## src/skpc_pkg.sv

```systemverilog
// skpc_pkg: shared types and codes for the size keyed preview cache
// holds request and response structs, the table entry type and scan result type
// no dependencies
`default_nettype none

package skpc_pkg;

    localparam int DIM_BITS    = 12;
    localparam int HANDLE_BITS = 16;
    localparam int AREA_BITS   = 2 * DIM_BITS;

    // request kinds
    localparam logic [1:0] KIND_ADD   = 2'd0;
    localparam logic [1:0] KIND_GET   = 2'd1;
    localparam logic [1:0] KIND_INVAL = 2'd2;

    // response status codes
    localparam logic [1:0] ST_HIT    = 2'd0;
    localparam logic [1:0] ST_SCALED = 2'd1;
    localparam logic [1:0] ST_MISS   = 2'd2;
    localparam logic [1:0] ST_DONE   = 2'd3;

    typedef struct packed {
        logic [1:0]             kind;
        logic [DIM_BITS-1:0]    width;
        logic [DIM_BITS-1:0]    height;
        logic [HANDLE_BITS-1:0] handle;
    } t_req;

    typedef struct packed {
        logic [1:0]             status;
        logic [HANDLE_BITS-1:0] source_handle;
        logic [DIM_BITS-1:0]    source_width;
        logic [DIM_BITS-1:0]    source_height;
        logic                   evicted_valid;
        logic [HANDLE_BITS-1:0] evicted_handle;
    } t_rsp;

    typedef struct packed {
        logic [DIM_BITS-1:0]    w;
        logic [DIM_BITS-1:0]    h;
        logic [HANDLE_BITS-1:0] hd;
    } t_entry;

    // what one pass over the table found
    typedef struct packed {
        logic                   ex_found;
        t_entry                 ex;
        logic                   pk_found;
        t_entry                 pk;
        logic                   f1_found;
        logic                   f2_found;
        logic [HANDLE_BITS-1:0] mn_hd;
    } t_scan_res;

endpackage

`default_nettype wire

```

## src/size_keyed_preview_cache.sv

```systemverilog
// size_keyed_preview_cache: ordered table of preview entries keyed by size
// one request at a time, scanned and shifted through the entry memory's one read and one write
// port; each request scans the held entries, drains and plans, an add then shifts entries and
// writes the new one, and the result is posted; a result still stalled delays the post, and the
// next request can be taken while the posted result is on the output
// synchronous active-low reset empties the table; entry contents are not cleared; skpc_pkg, skpc_scan
`default_nettype none

module size_keyed_preview_cache
    import skpc_pkg::*;
#(
    parameter int CACHE_ENTRIES = 5
) (
    input  wire logic i_clk,
    input  wire logic i_rst_n,
    input  wire logic i_in_valid,
    output logic      o_in_stall,
    input  wire t_req i_in_data,
    output logic      o_out_valid,
    input  wire logic i_out_stall,
    output t_rsp      o_out_data
);

    localparam int IDX_W = (CACHE_ENTRIES > 1) ? $clog2(CACHE_ENTRIES) : 1;
    localparam int CNT_W = $clog2(CACHE_ENTRIES + 1);

    localparam logic [2:0] S_IDLE = 3'd0;
    localparam logic [2:0] S_SCAN = 3'd1;
    localparam logic [2:0] S_DRN1 = 3'd2;
    localparam logic [2:0] S_DRN2 = 3'd3;
    localparam logic [2:0] S_PLAN = 3'd4;
    localparam logic [2:0] S_MOVE = 3'd5;
    localparam logic [2:0] S_PUT  = 3'd6;
    localparam logic [2:0] S_OUT  = 3'd7;

    t_entry r_mem [CACHE_ENTRIES];
    t_entry r_rdata;

    logic [2:0]       r_state;
    t_req             r_req;
    logic [CNT_W-1:0] r_count;
    logic [IDX_W-1:0] r_ptr, r_rd_idx, r_mv_dst, r_dst, r_last, r_pos;
    logic             r_rd_vld, r_mv_pend, r_up, r_evict;
    t_rsp             r_rsp, r_out;
    logic             r_out_valid;

    logic             accept, out_free;
    logic [IDX_W-1:0] rd_addr, wr_addr;
    logic             wr_en;
    t_entry           wr_data, new_ent;

    t_scan_res        scan;
    logic [IDX_W-1:0] f1_idx, f2_idx, mn_idx;

    logic             do_add, evict, j_found;
    logic [IDX_W-1:0] n_e, n_pos, j_idx;
    t_rsp             n_rsp;

    assign accept     = i_in_valid && !o_in_stall;
    assign o_in_stall = r_state != S_IDLE;
    assign out_free   = !r_out_valid || !i_out_stall;
    assign new_ent    = '{w: r_req.width, h: r_req.height, hd: r_req.handle};

    skpc_scan #(
        .IDX_W (IDX_W)
    ) u_scan (
        .i_clk    (i_clk),
        .i_rst_n  (i_rst_n),
        .i_clear  (accept),
        .i_vld    (r_rd_vld),
        .i_idx    (r_rd_idx),
        .i_ent    (r_rdata),
        .i_req_w  (r_req.width),
        .i_req_h  (r_req.height),
        .o_res    (scan),
        .o_f1_idx (f1_idx),
        .o_f2_idx (f2_idx),
        .o_mn_idx (mn_idx)
    );

    // entry memory: one read and one write port, registered read
    always_comb begin
        if (r_state == S_MOVE) begin
            rd_addr = r_up ? r_dst + IDX_W'(1) : r_dst - IDX_W'(1);
        end else begin
            rd_addr = r_ptr;
        end
        wr_en   = r_mv_pend || (r_state == S_PUT);
        wr_addr = r_mv_pend ? r_mv_dst : r_pos;
        wr_data = r_mv_pend ? r_rdata : new_ent;
    end

    always_ff @(posedge i_clk) begin
        if (wr_en) r_mem[wr_addr] <= wr_data;
        r_rdata <= r_mem[rd_addr];
    end

    // plan the response and, for an add, the evict and insert geometry
    always_comb begin
        n_rsp  = '0;
        n_rsp.status = ST_DONE;
        do_add = 1'b0;
        case (r_req.kind)
            KIND_ADD: do_add = 1'b1;
            KIND_GET: begin
                if (scan.ex_found) begin
                    n_rsp.status        = ST_HIT;
                    n_rsp.source_handle = scan.ex.hd;
                    n_rsp.source_width  = scan.ex.w;
                    n_rsp.source_height = scan.ex.h;
                end else if (scan.pk_found) begin
                    n_rsp.status        = ST_SCALED;
                    n_rsp.source_handle = scan.pk.hd;
                    n_rsp.source_width  = scan.pk.w;
                    n_rsp.source_height = scan.pk.h;
                    do_add              = 1'b1;
                end else begin
                    n_rsp.status = ST_MISS;
                end
            end
            default: ;
        endcase

        evict = r_count == CNT_W'(CACHE_ENTRIES);
        if (do_add && evict) begin
            n_rsp.evicted_valid  = 1'b1;
            n_rsp.evicted_handle = scan.mn_hd;
        end

        // insertion slot, when full counted in the table after the smallest entry is gone
        if (scan.f1_found && f1_idx != mn_idx) begin
            j_found = 1'b1;
            j_idx   = f1_idx;
        end else begin
            j_found = scan.f2_found;
            j_idx   = f2_idx;
        end
        if (evict) begin
            n_e = mn_idx;
            if (!j_found) begin
                n_pos = IDX_W'(CACHE_ENTRIES - 1);
            end else if (j_idx < mn_idx) begin
                n_pos = j_idx;
            end else begin
                n_pos = j_idx - IDX_W'(1);
            end
        end else begin
            n_e   = r_count[IDX_W-1:0];
            n_pos = scan.f1_found ? f1_idx : r_count[IDX_W-1:0];
        end
    end

    always_ff @(posedge i_clk) begin
        if (!i_rst_n) begin
            r_state     <= S_IDLE;
            r_count     <= '0;
            r_rd_vld    <= 1'b0;
            r_mv_pend   <= 1'b0;
            r_out_valid <= 1'b0;
        end else begin
            r_rd_vld  <= r_state == S_SCAN;
            r_mv_pend <= r_state == S_MOVE;
            // in S_OUT a taken result is replaced by the new one below
            if (r_out_valid && !i_out_stall && r_state != S_OUT) r_out_valid <= 1'b0;

            unique case (r_state)
                S_IDLE: begin
                    if (accept) r_state <= (r_count == '0) ? S_DRN1 : S_SCAN;
                end
                S_SCAN: begin
                    if (CNT_W'(r_ptr) == r_count - CNT_W'(1)) r_state <= S_DRN1;
                end
                S_DRN1: r_state <= S_DRN2;
                S_DRN2: r_state <= S_PLAN;
                S_PLAN: begin
                    if (r_req.kind == KIND_INVAL) r_count <= '0;
                    if (!do_add) begin
                        r_state <= S_OUT;
                    end else if (n_pos == n_e) begin
                        r_state <= S_PUT;
                    end else begin
                        r_state <= S_MOVE;
                    end
                end
                S_MOVE: begin
                    if (r_dst == r_last) r_state <= S_PUT;
                end
                S_PUT: begin
                    // last shifted entry lands first, then the new one
                    if (!r_mv_pend) begin
                        if (!r_evict) r_count <= r_count + CNT_W'(1);
                        r_state <= S_OUT;
                    end
                end
                S_OUT: begin
                    if (out_free) begin
                        r_out_valid <= 1'b1;
                        r_state     <= S_IDLE;
                    end
                end
            endcase
        end
    end

    // payload and index registers
    always_ff @(posedge i_clk) begin
        if (accept) begin
            r_req <= i_in_data;
            r_ptr <= '0;
        end
        if (r_state == S_SCAN) begin
            r_rd_idx <= r_ptr;
            r_ptr    <= r_ptr + IDX_W'(1);
        end
        if (r_state == S_PLAN) begin
            r_rsp   <= n_rsp;
            r_pos   <= n_pos;
            r_evict <= evict;
            r_dst   <= n_e;
            r_up    <= n_pos > n_e;
            r_last  <= (n_pos > n_e) ? n_pos - IDX_W'(1) : n_pos + IDX_W'(1);
        end
        if (r_state == S_MOVE) begin
            r_mv_dst <= r_dst;
            r_dst    <= r_up ? r_dst + IDX_W'(1) : r_dst - IDX_W'(1);
        end
        if (r_state == S_OUT && out_free) r_out <= r_rsp;
    end

    assign o_out_valid = r_out_valid;
    assign o_out_data  = r_out;

endmodule

`default_nettype wire

```

## src/skpc_scan.sv

```systemverilog
// skpc_scan: evaluates table entries streamed out of the entry memory
// tracks exact match, usable larger pick, insertion candidates and smallest area
// depends on skpc_pkg
`default_nettype none

module skpc_scan
    import skpc_pkg::*;
#(
    parameter int IDX_W = 3
) (
    input  wire logic                i_clk,
    input  wire logic                i_rst_n,
    input  wire logic                i_clear,
    input  wire logic                i_vld,
    input  wire logic [IDX_W-1:0]    i_idx,
    input  wire t_entry              i_ent,
    input  wire logic [DIM_BITS-1:0] i_req_w,
    input  wire logic [DIM_BITS-1:0] i_req_h,
    output t_scan_res                o_res,
    output logic [IDX_W-1:0]         o_f1_idx,
    output logic [IDX_W-1:0]         o_f2_idx,
    output logic [IDX_W-1:0]         o_mn_idx
);

    logic                   r_ex_found, r_pk_found, r_f1_found, r_f2_found, r_mn_found;
    logic                   r_ar_vld;
    t_entry                 r_ex, r_pk;
    logic [IDX_W-1:0]       r_f1, r_f2, r_mn_idx, r_ar_idx;
    logic [AREA_BITS-1:0]   r_ar, r_mn_area;
    logic [HANDLE_BITS-1:0] r_ar_hd, r_mn_hd;

    logic take_ex, take_pk, ins, take_f1, take_f2, take_mn;

    always_comb begin
        take_ex = i_vld && !r_ex_found && i_ent.w == i_req_w && i_ent.h == i_req_h;
        // current pick survives only if strictly larger in both dimensions
        take_pk = i_vld && i_ent.w >= i_req_w && i_ent.h >= i_req_h
                  && !(r_pk_found && r_pk.w > i_ent.w && r_pk.h > i_ent.h);
        ins     = i_vld && i_req_w > i_ent.w && i_req_h > i_ent.h;
        take_f1 = ins && !r_f1_found;
        take_f2 = ins && r_f1_found && !r_f2_found;
        take_mn = r_ar_vld && (!r_mn_found || r_ar < r_mn_area);
    end

    always_ff @(posedge i_clk) begin
        if (!i_rst_n || i_clear) begin
            r_ex_found <= 1'b0;
            r_pk_found <= 1'b0;
            r_f1_found <= 1'b0;
            r_f2_found <= 1'b0;
            r_mn_found <= 1'b0;
            r_ar_vld   <= 1'b0;
        end else begin
            r_ar_vld <= i_vld;
            if (take_ex) r_ex_found <= 1'b1;
            if (take_pk) r_pk_found <= 1'b1;
            if (take_f1) r_f1_found <= 1'b1;
            if (take_f2) r_f2_found <= 1'b1;
            if (take_mn) r_mn_found <= 1'b1;
        end
    end

    always_ff @(posedge i_clk) begin
        if (take_ex) r_ex <= i_ent;
        if (take_pk) r_pk <= i_ent;
        if (take_f1) r_f1 <= i_idx;
        if (take_f2) r_f2 <= i_idx;
        r_ar     <= AREA_BITS'(i_ent.w) * AREA_BITS'(i_ent.h);
        r_ar_idx <= i_idx;
        r_ar_hd  <= i_ent.hd;
        if (take_mn) begin
            r_mn_area <= r_ar;
            r_mn_idx  <= r_ar_idx;
            r_mn_hd   <= r_ar_hd;
        end
    end

    always_comb begin
        o_res.ex_found = r_ex_found;
        o_res.ex       = r_ex;
        o_res.pk_found = r_pk_found;
        o_res.pk       = r_pk;
        o_res.f1_found = r_f1_found;
        o_res.f2_found = r_f2_found;
        o_res.mn_hd    = r_mn_hd;
    end

    assign o_f1_idx = r_f1;
    assign o_f2_idx = r_f2;
    assign o_mn_idx = r_mn_idx;

endmodule

`default_nettype wire

```

## config.mk

```make
export PLATFORM = sky130hd
export DESIGN_NAME = size_keyed_preview_cache
export DESIGN_NICKNAME = d
export VERILOG_FILES = /design/src/skpc_pkg.sv /design/src/size_keyed_preview_cache.sv /design/src/skpc_scan.sv
export SDC_FILE = /design/constraint.sdc
export NUM_CORES = 1
export LEC_CHECK = 0
export BUFFER_PORTS_ARGS = -buffer_cell sky130_fd_sc_hd__buf_2
export CORE_UTILIZATION = 34
export DETAILED_ROUTE_END_ITERATION = 12
export PLACE_DENSITY = 0.55
export SKIP_CTS_REPAIR_TIMING = 1
export SLEW_MARGIN = 20
export SYNTH_ARGS = -nofsm -noshare
export SYNTH_HDL_FRONTEND = slang
export SYNTH_SLANG_ARGS = --single-unit
```

## constraint.sdc

```tcl
create_clock -name i_clk -period 5.3 [get_ports i_clk]
set_input_delay 1.06 -clock i_clk [delete_from_list [all_inputs] [get_ports i_clk]]
set_output_delay 1.06 -clock i_clk [all_outputs]
set_load 0.02 [all_outputs]
```

Yosys cells after proc, flatten, opt, wreduce, memory -nomap -nowiden
Memory sizes are Yosys's and may differ from the RTL's. A register that Yosys moved wholly into a read port is not among the register bits.
Index checks and enable logic that the tools add are counted.
Word-level totals
  output and inout bits: 61
  register bits: 367
  memory bits (writable): 200
  memories kept: 1
Memory list
  r_mem: words 5, width 40, read ports 1, clocked after memory_dff 1, wr ports 1, RTL line size_keyed_preview_cache.sv:36  | t_entry r_mem [CACHE_ENTRIES];
Cells by class
  equality and inequality tests: 24
  $lt $le $gt $ge: 9
  reduce and logical (&&, ||, !) cells: 42
  multiplexer cells: 41
  $add $sub $neg: 8
  multiply operators: 1
Operators by type and width (count)
  two-way mux 40 bit: 2
  two-way mux 3 bit: 22
  greater-than comparator 12 bit: 4
  two-way mux 42 bit: 1
  equality test 12 bit: 2
  >= comparator 12 bit: 2
  less-than comparator 24 bit: 1
  multiplier 12 x 12 -> 24 bit: 1
  one-hot mux 3 bit (8 select lines): 1
  logical AND 1 bit: 20
  two-way mux 17 bit: 1
  equality test 3 bit, second input constant: 5
  adder 3 x 1 -> 3 bit, second input constant: 4
  subtractor 3 x 1 -> 3 bit, second input constant: 4
  inequality test 2 bit, second input constant: 5
  equality test 3 bit: 3
  zero test 1 bit: 9
  two-way mux 1 bit: 8
  two-way mux 2 bit: 4
  equality test 3 x 2 -> 1 bit, second input constant: 2
  zero test 3 bit: 2
  one-hot mux 3 bit (2 select lines): 1
  nonzero test 2 bit: 3
  AND reduction 5 bit: 1
  13 further kinds: 17

Logic depth before layout (Yosys ltp)
  depth after elaboration: 11
  gate-level depth with buffers: 21
  depth with buffers taken out: 19

Cells and area by module
From an unflattened synthesis, not the netlist that was laid out.
Unflattened totals
  cells, all modules: 1877
  area total of the unflattened synthesis: 27536.4 µm²
By module, submodules not included
  size_keyed_preview_cache: instances 1, cells each 866, area an instance 16150.5 µm²
  skpc_scan: instances 1, cells each 1011, area an instance 11385.9 µm²

Worst setup path before layout
OpenSTA, ideal clock, no wires.
  path kind: flip-flop to flip-flop
  start: register r_rdata[34] (netlist name)
  end: register u_scan.r_ar[22]
  cell stages (with the launch flop): 19
  setup slack: 0.154 ns
  data arrival time: 5.006 ns
  path through: dfxtp_1 > clkbuf_1 > inv_1 > nor2_1 > fa_1 > fa_1 > fa_1 > fa_1 > inv_1 > fa_1 > inv_1 > ha_1 > clkbuf_1 > and4_1 > a221o_1 > a31oi_1 > a21o_1 > o221a_2 > o311ai_0
Between the ends
  cells in the longest elaborated chain, start to end: 1
RTL lines
  multiplier 12 x 12 -> 24 bit: RTL line skpc_scan.sv:68  | r_ar <= AREA_BITS'(i_ent.w) * AREA_BITS'(i_ent.h);
  end signal, assigned: RTL line skpc_scan.sv:68
  end, declared: RTL line skpc_scan.sv:29  | logic [AREA_BITS-1:0] r_ar, r_mn_area;
No other way between the ends.
A chain may end at the register's enable or synchronous reset.

Worst setup path after layout
  start: register r_rdata[24] (netlist name)
  end: register u_scan.r_ar[22]
Between the ends
  cells in the longest elaborated chain, start to end: 1
RTL lines (RTL line)
  multiplier 12 x 12 -> 24 bit: skpc_scan.sv:68
No other way between the ends.

==> results_dict.tcl <==
set metrics [dict create \
    synthDistinctLibCells 69 \
    area_growth_pct 16.55 \
    cp_slowest_stage_delay_ns 0.53 \
    grt_usage_pct 15.88 \
    yosysSeqAreaShare_pct 63.32 \
    grt_overflow 0 \
    clockBufferDepth 3 \
    hpwl_um 45650 \
    grt_pass1_wl_um 97610 \
    crit_required_ns 5.78 \
    routed_via_density 4.778 \
    top_layer "met4" \
    setup_viol 0 \
    die_w_um 285.0 \
    setup_tns_ns 0 \
    multi_input_area_um2 8986 \
    nNetsFinal 2374 \
    synthFlopType "edfxtp_1" \
    crit_type "reg -> reg" \
    port_buffers 106 \
    dieArea_um2 81250 \
    start_util_pct 34.42 \
    final_common_cell "edfxtp_1" \
    die_y_um 285.0 \
    wl_met2_um 30170 \
    final_area_um2 31740 \
    async_flop_share_pct 0 \
    first_global_vias 16380 \
    post-route-min-period_ns 5.103 \
    fillers 7422 \
    placed_area_um2 29570 \
    cp-end-kind "flip-flop" \
    worst_hold_path_type "reg -> reg" \
    antenna_found_initial 0 \
    drtIter0Drc 1010 \
    worst_pin_slew_ns 1.063 \
    postSynthAreaPerCell_um2 14.48 \
    firstDrtPassIters 5 \
    drv_cap 0 \
    wl_per_cell_um 19.98 \
    synth.net_count 2173 \
    gp_congestion 0.9122 \
    crit_top_cell "fa_1" \
    final_cell_mix "edfxtp_1, inv_1, nand2_1, ha_1, nor2_1" \
    cts.sinks 607 \
    cp-start-kind "flip-flop" \
    hold_viol 0 \
    wl_met1_um 29600 \
    diodes 0 \
    rows 103 \
    syn_area_um2 27240 \
    fmax_ghz 0.1960 \
    htreeDepth 3 \
    regArea_um2 17260 \
    cp_data_arrival_time_ns 5.58 \
    rsz0062_at_grt "false" \
    met3WireLength_um 2807 \
    clock-root-buffer "clkbuf_16" \
    drive_gt1_share_pct 19.95 \
    slew_violations 0 \
    cts_tree "yes" \
    vias 15220 \
    cp_max_fo 9 \
    io_pins 107 \
    core-area_um2 79130 \
    synthCells 1881 \
    drtAntennaViolNets 0 \
    grt_max_degree 61 \
    cts_buffers 67 \
    cp_cell_sequence "buf_6 > nand2_1 > fa_1 > fa_1 > fa_1 > inv_1 > fa_1 > inv_1 > fa_1 > inv_1 > ha_1 > and4_1 > a221o_1 > a31oi_1 > a21o_1 > o221a_2 > o311ai_0" \
    ys_warn_count 0 \
    clk_pin_slew_ns 0.06 \
    fin_crit_sh_pct 96.29 \
    slew-limit-headroom_pct 27.30 \
    drt_wl_total_um 63640 \
    finalClockSkew_ns 0.02474 \
    clock_latency_ns 0.61 \
    drc 0 \
    ys_ff_latch 607 \
    critPathSlowestCell "fa_1" \
    status "completed" \
    synth_edf_count 509 \
]
## critical path, delay by kind of cell (launching register included)
kind | cells | cell delay [ns]
flops | 1 | 0.38
simple gates | 2 | 0.31
compound gates | 5 | 1.06
buf+inv | 4 | 0.35
fa+ha+maj | 6 | 2.86
## path summary, 6_finish.rpt
| check | start | end | slack (ns) | cells past startpoint |
|---|---|---|---|---|
| setup / recovery | r_rdata[24] | u_scan.r_ar[22] | 0.20 | 17 |
| setup reg to reg | r_rdata[24] | u_scan.r_ar[22] | 0.20 | 17 |
| hold / removal | r_rdata[6] | u_scan.r_ar_hd[6] | 0.40 | 0 |
| hold reg to reg | r_rdata[6] | u_scan.r_ar_hd[6] | 0.40 | 0 |
## logic make-up after synthesis
group                    count (synthesis)  share of synthesized area [%]
flip-flops                             607                          63.32
AND/OR/NAND/NOR                        390                          6.261
buffers and inverters                  289                          4.143
adder cells (fa/ha/maj)                246                          14.11
AO/OA/AOI/OAI                          209                          5.049
multiplexers                           105                          5.963
XOR/XNOR                                35                          1.153
## cell type report
class / instances / area share (%)
clock buffer: 94 / 5.826
sequential: 607 / 54.37
timing repair buffer: 190 / 3.733
multi-input combinational: 985 / 28.31
tap: 1050 / 4.139
clock inverter: 28 / 0.8790
inverter: 231 / 2.743
## synthesized netlist by cell type (5+ instances only)
library cell / n / area share [%]
nor3_1: 13 / 0.24
and3_1: 5 / 0.11
dfxtp_1: 98 / 7.2
edfxtp_1: 509 / 56
nand2_1: 144 / 2.0
clkinv_1: 9 / 0.12
nand3_1: 13 / 0.24
buf_6: 5 / 0.21
mux2i_1: 7 / 0.26
nor2_1: 148 / 2.0
inv_1: 222 / 3.1
and2_1: 16 / 0.37
nor2b_1: 10 / 0.23
clkbuf_1: 46 / 0.63
ha_1: 144 / 6.6
mux4_2: 40 / 3.3
o21a_1: 6 / 0.17
o21ai_0: 45 / 0.83
a211oi_1: 5 / 0.14
a21oi_1: 45 / 0.83
fa_1: 102 / 7.5
a31oi_1: 7 / 0.16
a22oi_1: 41 / 1.1
nand2b_1: 7 / 0.16
a21o_1: 21 / 0.58
xnor2_1: 20 / 0.64
mux2_2: 58 / 2.4
xor2_1: 14 / 0.45
a2111oi_0: 5 / 0.16
nand4_1: 13 / 0.30
## layer usage
metal / vias to the layer above / GRT usage, %
li1: 7099 / -
met1: 7709 / 21.70
met2: 339 / 26.21
met3: 71 / 2.504
met4: 0 / 4.425
met5: - / 0
## through the flow
stage          instances  hold WS, ns  setup slack, ns  utilization, %
2_1_floorplan       1881       0.3546           0.1537               -
3_3_place_gp        3061       0.3690          0.03196           37.37
3_5_place_dp        3061       0.3746         -0.01297           37.37
4_1_cts             3183       0.3936         -0.02664           40.06
5_1_grt             3185       0.3979         0.002895           40.12
6_report            3185       0.3956           0.1967           40.12
## registers in the layout, indices dropped and copies added, names as in the netlist, 16 cells and up
name,flops
new_ent,40
o_out_data,59
r_mem,200
r_rdata,40
r_rsp,59
u_scan.o_res,80
u_scan.r_ar,24
u_scan.r_ar_hd,16
u_scan.r_mn_area,24
u_scan.r_mn_hd,16
Power is not shown: default switching activity piles up to over one toggle a cycle in this logic, so the estimate is an artifact.
